File: src/rtl/core/dahdsr_pkg.sv
package dahdsr_pkg;

   // envelope stage as reported on the result channel
   typedef enum logic [2:0] {
      ST_STOP    = 3'd0,
      ST_DELAY   = 3'd1,
      ST_ATTACK  = 3'd2,
      ST_HOLD    = 3'd3,
      ST_DECAY   = 3'd4,
      ST_SUSTAIN = 3'd5,
      ST_RELEASE = 3'd6
   } stage_type;

   typedef enum logic [1:0] {
      OP_NOTE_ON  = 2'd0,
      OP_NOTE_OFF = 2'd1,
      OP_SAMPLE   = 2'd2,
      OP_RESERVED = 2'd3
   } op_type;

   // divisor used by the timecent digit extraction
   typedef enum logic [1:0] {
      TCD_1200,
      TCD_100,
      TCD_10
   } tc_div_type;

   typedef enum logic [4:0] {
      S_IDLE,
      S_DECODE,
      S_ON_INIT,
      S_TC_Q,
      S_TC_H,
      S_TC_T,
      S_TC_M1,
      S_TC_M2,
      S_TC_M3,
      S_TC_SH,
      S_TC_STORE,
      S_TC_LOAD2,
      S_SMP_EVAL,
      S_SMP_MUL,
      S_DIV_START,
      S_DIV_WAIT,
      S_SMP_FIN,
      S_NOTE_OFF,
      S_DONE
   } ctrl_state_type;

   // configuration register indexes
   localparam logic [2:0] CSR_DELAY       = 3'd0;
   localparam logic [2:0] CSR_ATTACK      = 3'd1;
   localparam logic [2:0] CSR_HOLD_TC     = 3'd2;
   localparam logic [2:0] CSR_DECAY_TC    = 3'd3;
   localparam logic [2:0] CSR_SUSTAIN     = 3'd4;
   localparam logic [2:0] CSR_RELEASE     = 3'd5;
   localparam logic [2:0] CSR_KEY_HOLD    = 3'd6;
   localparam logic [2:0] CSR_KEY_DECAY   = 3'd7;

   localparam logic signed [24:0] LVL_MIN   = -25'sd9437184;
   localparam logic signed [24:0] LVL_MAX   = 25'sd0;
   localparam logic signed [24:0] LVL_RESET = -25'sd6553600;
   localparam logic [23:0]        LVL_SPAN  = 24'd9437184;

   localparam logic signed [7:0]  KEY_CENTER = 8'sd60;
   localparam logic signed [20:0] TC_LOW     = -21'sd12000;
   localparam logic signed [20:0] TC_HIGH    = 21'sd8000;
   localparam logic [14:0]        TC_RANGE   = 15'd20000;
   localparam logic signed [14:0] TC_RESET   = -15'sd12000;
   localparam logic [31:0]        US_RESET   = 32'd1000;
   localparam logic [19:0]        US_SCALE   = 20'd1000000;
   localparam int                 DIV_STEPS  = 24;

   typedef struct packed {
      logic       accept;
      logic       on_init;
      logic       tc_load;
      logic       tc_sel;
      logic       tc_step;
      tc_div_type tc_div;
      logic       tc_mul1;
      logic       tc_mul2;
      logic       tc_mul3;
      logic       tc_shift;
      logic       tc_store;
      logic       tc_pass;
      logic       smp_eval;
      logic       smp_mul;
      logic       div_start;
      logic       smp_fin;
      logic       note_off;
      logic       out_load;
   } cmd_type;

   typedef struct packed {
      op_type op;
      logic   stopped;
      logic   tc_ge;
      logic   div_busy;
   } status_type;

   // 2^(k/12) in Q16
   function automatic logic [16:0] semi_q16(input logic [3:0] idx);
      logic [16:0] val;
      unique case (idx)
         4'd0:    val = 17'd65536;
         4'd1:    val = 17'd69433;
         4'd2:    val = 17'd73562;
         4'd3:    val = 17'd77936;
         4'd4:    val = 17'd82570;
         4'd5:    val = 17'd87480;
         4'd6:    val = 17'd92682;
         4'd7:    val = 17'd98193;
         4'd8:    val = 17'd104032;
         4'd9:    val = 17'd110218;
         4'd10:   val = 17'd116772;
         4'd11:   val = 17'd123715;
         default: val = 17'd65536;
      endcase
      return val;
   endfunction

   // 2^(k/120) in Q16
   function automatic logic [16:0] deci_q16(input logic [3:0] idx);
      logic [16:0] val;
      unique case (idx)
         4'd0:    val = 17'd65536;
         4'd1:    val = 17'd65916;
         4'd2:    val = 17'd66297;
         4'd3:    val = 17'd66682;
         4'd4:    val = 17'd67068;
         4'd5:    val = 17'd67456;
         4'd6:    val = 17'd67847;
         4'd7:    val = 17'd68240;
         4'd8:    val = 17'd68635;
         4'd9:    val = 17'd69033;
         default: val = 17'd65536;
      endcase
      return val;
   endfunction

   // 2^(k/1200) in Q16
   function automatic logic [16:0] cent_q16(input logic [3:0] idx);
      logic [16:0] val;
      unique case (idx)
         4'd0:    val = 17'd65536;
         4'd1:    val = 17'd65574;
         4'd2:    val = 17'd65612;
         4'd3:    val = 17'd65650;
         4'd4:    val = 17'd65688;
         4'd5:    val = 17'd65726;
         4'd6:    val = 17'd65764;
         4'd7:    val = 17'd65802;
         4'd8:    val = 17'd65840;
         4'd9:    val = 17'd65878;
         default: val = 17'd65536;
      endcase
      return val;
   endfunction

endpackage

File: src/rtl/core/dahdsr_ctrl.sv
module dahdsr_ctrl (
   input  logic                   clock,
   input  logic                   reset,
   input  logic                   req_tvalid,
   output logic                   req_tready,
   output logic                   rsp_tvalid,
   input  logic                   rsp_tready,
   input  dahdsr_pkg::status_type status,
   output dahdsr_pkg::cmd_type    cmd
);

   dahdsr_pkg::ctrl_state_type state_ff, state_in;
   logic pass_ff, pass_in;
   logic rsp_valid_ff, rsp_valid_in;

   // next state
   always_comb begin
      state_in = state_ff;
      unique case (state_ff)
         dahdsr_pkg::S_IDLE: begin
            if (req_tvalid) state_in = dahdsr_pkg::S_DECODE;
         end
         dahdsr_pkg::S_DECODE: begin
            unique case (status.op)
               dahdsr_pkg::OP_NOTE_ON:
                  state_in = status.stopped ? dahdsr_pkg::S_ON_INIT : dahdsr_pkg::S_DONE;
               dahdsr_pkg::OP_NOTE_OFF:
                  state_in = status.stopped ? dahdsr_pkg::S_DONE : dahdsr_pkg::S_NOTE_OFF;
               dahdsr_pkg::OP_SAMPLE:
                  state_in = status.stopped ? dahdsr_pkg::S_DONE : dahdsr_pkg::S_SMP_EVAL;
               default:
                  state_in = dahdsr_pkg::S_DONE;
            endcase
         end
         dahdsr_pkg::S_ON_INIT:  state_in = dahdsr_pkg::S_TC_Q;
         dahdsr_pkg::S_TC_Q:     if (!status.tc_ge) state_in = dahdsr_pkg::S_TC_H;
         dahdsr_pkg::S_TC_H:     if (!status.tc_ge) state_in = dahdsr_pkg::S_TC_T;
         dahdsr_pkg::S_TC_T:     if (!status.tc_ge) state_in = dahdsr_pkg::S_TC_M1;
         dahdsr_pkg::S_TC_M1:    state_in = dahdsr_pkg::S_TC_M2;
         dahdsr_pkg::S_TC_M2:    state_in = dahdsr_pkg::S_TC_M3;
         dahdsr_pkg::S_TC_M3:    state_in = dahdsr_pkg::S_TC_SH;
         dahdsr_pkg::S_TC_SH:    state_in = dahdsr_pkg::S_TC_STORE;
         dahdsr_pkg::S_TC_STORE:
            state_in = pass_ff ? dahdsr_pkg::S_SMP_EVAL : dahdsr_pkg::S_TC_LOAD2;
         dahdsr_pkg::S_TC_LOAD2:  state_in = dahdsr_pkg::S_TC_Q;
         dahdsr_pkg::S_SMP_EVAL:  state_in = dahdsr_pkg::S_SMP_MUL;
         dahdsr_pkg::S_SMP_MUL:   state_in = dahdsr_pkg::S_DIV_START;
         dahdsr_pkg::S_DIV_START: state_in = dahdsr_pkg::S_DIV_WAIT;
         dahdsr_pkg::S_DIV_WAIT:  if (!status.div_busy) state_in = dahdsr_pkg::S_SMP_FIN;
         dahdsr_pkg::S_SMP_FIN:   state_in = dahdsr_pkg::S_DONE;
         dahdsr_pkg::S_NOTE_OFF:  state_in = dahdsr_pkg::S_DONE;
         dahdsr_pkg::S_DONE: begin
            if (!rsp_valid_ff || rsp_tready) state_in = dahdsr_pkg::S_IDLE;
         end
         default: state_in = dahdsr_pkg::S_IDLE;
      endcase
   end

   // outputs
   always_comb begin
      cmd        = '0;
      cmd.tc_div = dahdsr_pkg::TCD_10;
      cmd.tc_pass = pass_ff;
      pass_in    = pass_ff;
      req_tready = 1'b0;
      unique case (state_ff)
         dahdsr_pkg::S_IDLE: begin
            req_tready = 1'b1;
            cmd.accept = req_tvalid;
         end
         dahdsr_pkg::S_ON_INIT: begin
            cmd.on_init = 1'b1;
            cmd.tc_load = 1'b1;
            pass_in     = 1'b0;
         end
         dahdsr_pkg::S_TC_Q: begin
            cmd.tc_step = 1'b1;
            cmd.tc_div  = dahdsr_pkg::TCD_1200;
         end
         dahdsr_pkg::S_TC_H: begin
            cmd.tc_step = 1'b1;
            cmd.tc_div  = dahdsr_pkg::TCD_100;
         end
         dahdsr_pkg::S_TC_T: begin
            cmd.tc_step = 1'b1;
            cmd.tc_div  = dahdsr_pkg::TCD_10;
         end
         dahdsr_pkg::S_TC_M1:    cmd.tc_mul1  = 1'b1;
         dahdsr_pkg::S_TC_M2:    cmd.tc_mul2  = 1'b1;
         dahdsr_pkg::S_TC_M3:    cmd.tc_mul3  = 1'b1;
         dahdsr_pkg::S_TC_SH:    cmd.tc_shift = 1'b1;
         dahdsr_pkg::S_TC_STORE: cmd.tc_store = 1'b1;
         dahdsr_pkg::S_TC_LOAD2: begin
            cmd.tc_load = 1'b1;
            cmd.tc_sel  = 1'b1;
            pass_in     = 1'b1;
         end
         dahdsr_pkg::S_SMP_EVAL:  cmd.smp_eval  = 1'b1;
         dahdsr_pkg::S_SMP_MUL:   cmd.smp_mul   = 1'b1;
         dahdsr_pkg::S_DIV_START: cmd.div_start = 1'b1;
         dahdsr_pkg::S_SMP_FIN:   cmd.smp_fin   = 1'b1;
         dahdsr_pkg::S_NOTE_OFF:  cmd.note_off  = 1'b1;
         dahdsr_pkg::S_DONE:      cmd.out_load  = !rsp_valid_ff || rsp_tready;
         default: ;
      endcase
      if (cmd.out_load) begin
         rsp_valid_in = 1'b1;
      end else if (rsp_tready) begin
         rsp_valid_in = 1'b0;
      end else begin
         rsp_valid_in = rsp_valid_ff;
      end
   end

   always_ff @(posedge clock) begin
      if (reset) begin
         state_ff     <= dahdsr_pkg::S_IDLE;
         pass_ff      <= 1'b0;
         rsp_valid_ff <= 1'b0;
      end else begin
         state_ff     <= state_in;
         pass_ff      <= pass_in;
         rsp_valid_ff <= rsp_valid_in;
      end
   end

   assign rsp_tvalid = rsp_valid_ff;

endmodule

File: config.mk
export PLATFORM = sky130hd
export DESIGN_NAME = dahdsr_ctrl
export DESIGN_NICKNAME = d
export VERILOG_FILES = /design/src/rtl/core/dahdsr_pkg.sv /design/src/rtl/core/dahdsr_ctrl.sv
export SDC_FILE = /design/constraint.sdc
export NUM_CORES = 1
export LEC_CHECK = 0
export BUFFER_PORTS_ARGS = -buffer_cell sky130_fd_sc_hd__buf_2
export CAP_MARGIN = 15
export CORE_MARGIN = 3
export CORE_UTILIZATION = 48
export CTS_CLUSTER_SIZE = 20
export DETAILED_ROUTE_END_ITERATION = 12
export PLACE_DENSITY = 0.78
export SKIP_LAST_GASP = 1
export SYNTH_ARGS = -nofsm -noshare
export SYNTH_HDL_FRONTEND = slang
export SYNTH_SLANG_ARGS = --single-unit
File: constraint.sdc
create_clock -name clock -period 1.7 [get_ports clock]
set_clock_uncertainty 0.05 [all_clocks]
set_input_delay 0.085 -clock clock [delete_from_list [all_inputs] [get_ports clock]]
set_output_delay 0.085 -clock clock [all_outputs]
set_load 0.05 [all_outputs]
==> flow_metrics.env <==
export IMPL_status="finished, final reports clean"
export IMPL_insertion_delay_ns=0.25
export IMPL_clk_pin_slew_ns=0.06
export IMPL_utilization_pct=68.2
export IMPL_placed_cell_area_um2=973
export IMPL_p_leak_uw=0.000462
export IMPL_crit_arrival_ns=1.48
export IMPL_ys_warnings_count=0
export IMPL_io_buffers=29
export IMPL_cts_buffer_depth=2
export IMPL_slowest_stage="dfxtp_4"
export IMPL_tightest_slew_ns=0.269
export IMPL_critPathMaxFanout=16
export IMPL_antenna_found_initial=0
export IMPL_finalSetupViolations=0
export IMPL_setup_worst_path_class="flop to output port"
export IMPL_synth_enable_flop_cells=0
export IMPL_fp_dieH_um=47.3
export IMPL_ys_types=44
export IMPL_htree_num_levels=1
export IMPL_cp_start_kind="flop"
export IMPL_end_kind="output port"
export IMPL_cts_tree="built"
export IMPL_gp_congestion=0.832
export IMPL_pwr_share_clk_pct=9.8
export IMPL_power_frac_seq_pct=19.3
export IMPL_grt_pass1_vias=810
export IMPL_fin_tns_setup_ns=0
export IMPL_synth_top_area_share_pct=17.1
export IMPL_layout_nets=152
export IMPL_yosysMostFrequentCell="nor2_1"
export IMPL_layout_drive_gt1_share_pct=40.1
export IMPL_start_util_pct=52.5
export IMPL_synth_common_cells="nor2_1 (20), dfxtp_1 (7), nand2_1 (7), nor3_1 (6), buf_4 (5)"
export IMPL_avgSynthCellArea_um2=7.12
export IMPL_drc=0
export IMPL_combPwrFrac_pct=70.9
export IMPL_finalCriticalPeriod_ns=1.62
export IMPL_clock_sinks=7
export IMPL_internal_power_uw=706
export IMPL_hpwl_um=1680
export IMPL_rsz0062_at_grt="true"
export IMPL_first_iter_violations=35
export IMPL_numCtsBuffers=3
export IMPL_vias_per_cell=5.95
export IMPL_gr_total_overflow=0
export IMPL_post_route_cell_area_um2=1060
export IMPL_postRouteAntennaNets=0
export IMPL_synthTopCellsByArea="dfxtp_1 (17%), nor2_1 (9.2%), buf_4 (4.6%)"
export IMPL_drt_total_wl_um=2190
export IMPL_syn2layout_area_growth_pct=30.0
export IMPL_drv_slew=0
export IMPL_cp_required_ns=1.56
export IMPL_grt_max_degree=18
export IMPL_synth_ff_type="dfxtp_1"
export IMPL_synthArstFlopShare_pct=0
export IMPL_ios=30
export IMPL_fmax_mhz=619
export IMPL_cts_root_buffer="clkbuf_4"
export IMPL_firstDrtPassIters=4
export IMPL_post_cts_setup_buffers=0
export IMPL_slew_headroom_pct=82.0
export IMPL_grt_use_total_pct=21.8
export IMPL_syn_cell_area_um2=818
export IMPL_fin_cells=158
export IMPL_ys_ff_latch=7
export IMPL_hold_viol_final=0
export IMPL_ys_seq_area_share_pct=17.1
export IMPL_postCtsHoldBufs=0
export IMPL_dp_cells=154
export IMPL_p_sw_share_pct=54.5
export IMPL_row_count=14
export IMPL_num_vias=940
export IMPL_grt_pass1_wl_um=3510
export IMPL_p_per_area_nw_per_um2=1460
export IMPL_critical_path_max_stage_delay_ns=0.40
export IMPL_antennaDiodeCount=0
export IMPL_nFillCells=140
export IMPL_die_area_um2=2240
export IMPL_syn_nets=124
export IMPL_power_switching_uw=847
export IMPL_die_w_um=47.3
export IMPL_hold_path_class="primary input to flop"
export IMPL_synthCells=115
export IMPL_core_um2=1560
export IMPL_peakVddDrop_mv=0.980
export IMPL_wl_per_cell_um=13.8
export IMPL_fin_crit_sh_pct=95.1
export IMPL_path_cells="nand2b_1 > buf_4 > nor3_2 > buf_2"
export IMPL_holdWs_ns=0.0478
export IMPL_maxCapViolCount=0
export IMPL_yosys_area_top_type="dfxtp_1"
[critical path, delay by kind of cell (launching register included)]
family	cells	cell delay, ns
AND/OR/NAND/NOR	2	0.37
flip-flops	1	0.40
buffers and inverters	2	0.46
[routing by layer]
layer / global-route usage [%] / vias to the layer above / part of all wire, %
li1: - / 466 / -
met1: 25.9 / 428 / 40
met2: 37.2 / 42 / 51
met3: 3.83 / 4 / 7.4
met4: 11.0 / 0 / 0.87
met5: 0 / - / 0
[through the flow]
step	worst slack (ns)	total power [µW]
after detailed placement	0.0237	1340
after CTS	0.00200	1500
final	0.0832	1550
after floorplan	-0.0188	1120
after global routing	-0.00352	1670
after global placement	0.141	1310
[state kept, by name (all words and copies together), names as in the netlist]
| signal | flops |
|---|---|
| pass_ff | 1 |
| state_ff | 5 |
| rsp_tvalid | 1 |
[repair_timing]
item                       4_1_cts  5_1_grt
pin swaps                        0        1
gates resized for setup          7       20
setup endpoints to repair       12       16
[final timing paths]
| kind | start | endpoint | slack [ns] | depth (start not counted) |
|---|---|---|---|---|
| worst min register to register | pass_ff | pass_ff | 0.50 | 2 |
| worst max-delay path | state_ff[2] | cmd[16] | 0.08 | 4 |
| worst max register to register | state_ff[3] | state_ff[1] | 0.16 | 5 |
| worst min-delay path | reset | state_ff[3] | 0.05 | 2 |
[cell usage in the layout (no fill, tap or decap), drive strengths merged, types with 3 or more instances in the layout]
cell type	Yosys	routed
a21o	3	3
a32oi	3	3
buf	12	33
clkbuf	2	8
dfxtp	7	7
inv	3	3
nand2	7	7
nand2b	4	4
nand3	4	4
nand3b	3	3
nor2	20	20
nor2b	3	3
nor3	7	7
o211ai	3	3
o21ai	4	4
o2bb2ai	3	3
[power groups by stage]
stage          Clock (µW)  Combinational, µW  Sequential [µW]
3_5_place_dp            0               1050              290
2_1_floorplan           0                893              230
4_1_cts               158               1050              290
3_3_place_gp            0               1020              288
6_report              152               1100              299
5_1_grt               166               1200              311
[final cells by class]
cell class | count | area, µm² | share of cell area (%)
Timing Repair Buffer | 37 | 250 | 23.5
Clock buffer | 4 | 26.3 | 2.47
Inverter | 3 | 11.3 | 1.06
Tap cell | 16 | 20.0 | 1.88
Multi-Input combinational cell | 91 | 608 | 57.2
Sequential cell | 7 | 148 | 13.9
[cells by family after synthesis]
| logic type | after synthesis | synth area share [%] |
|---|---|---|
| AOI/OAI and AO/OA | 28 | 27.1 |
| xor gates and xnor gates | 3 | 3.21 |
| buffers and inverters | 17 | 12.4 |
| DFF | 7 | 17.1 |
| and+or+nand+nor | 60 | 40.2 |
(Power assumes the default switching activity.)
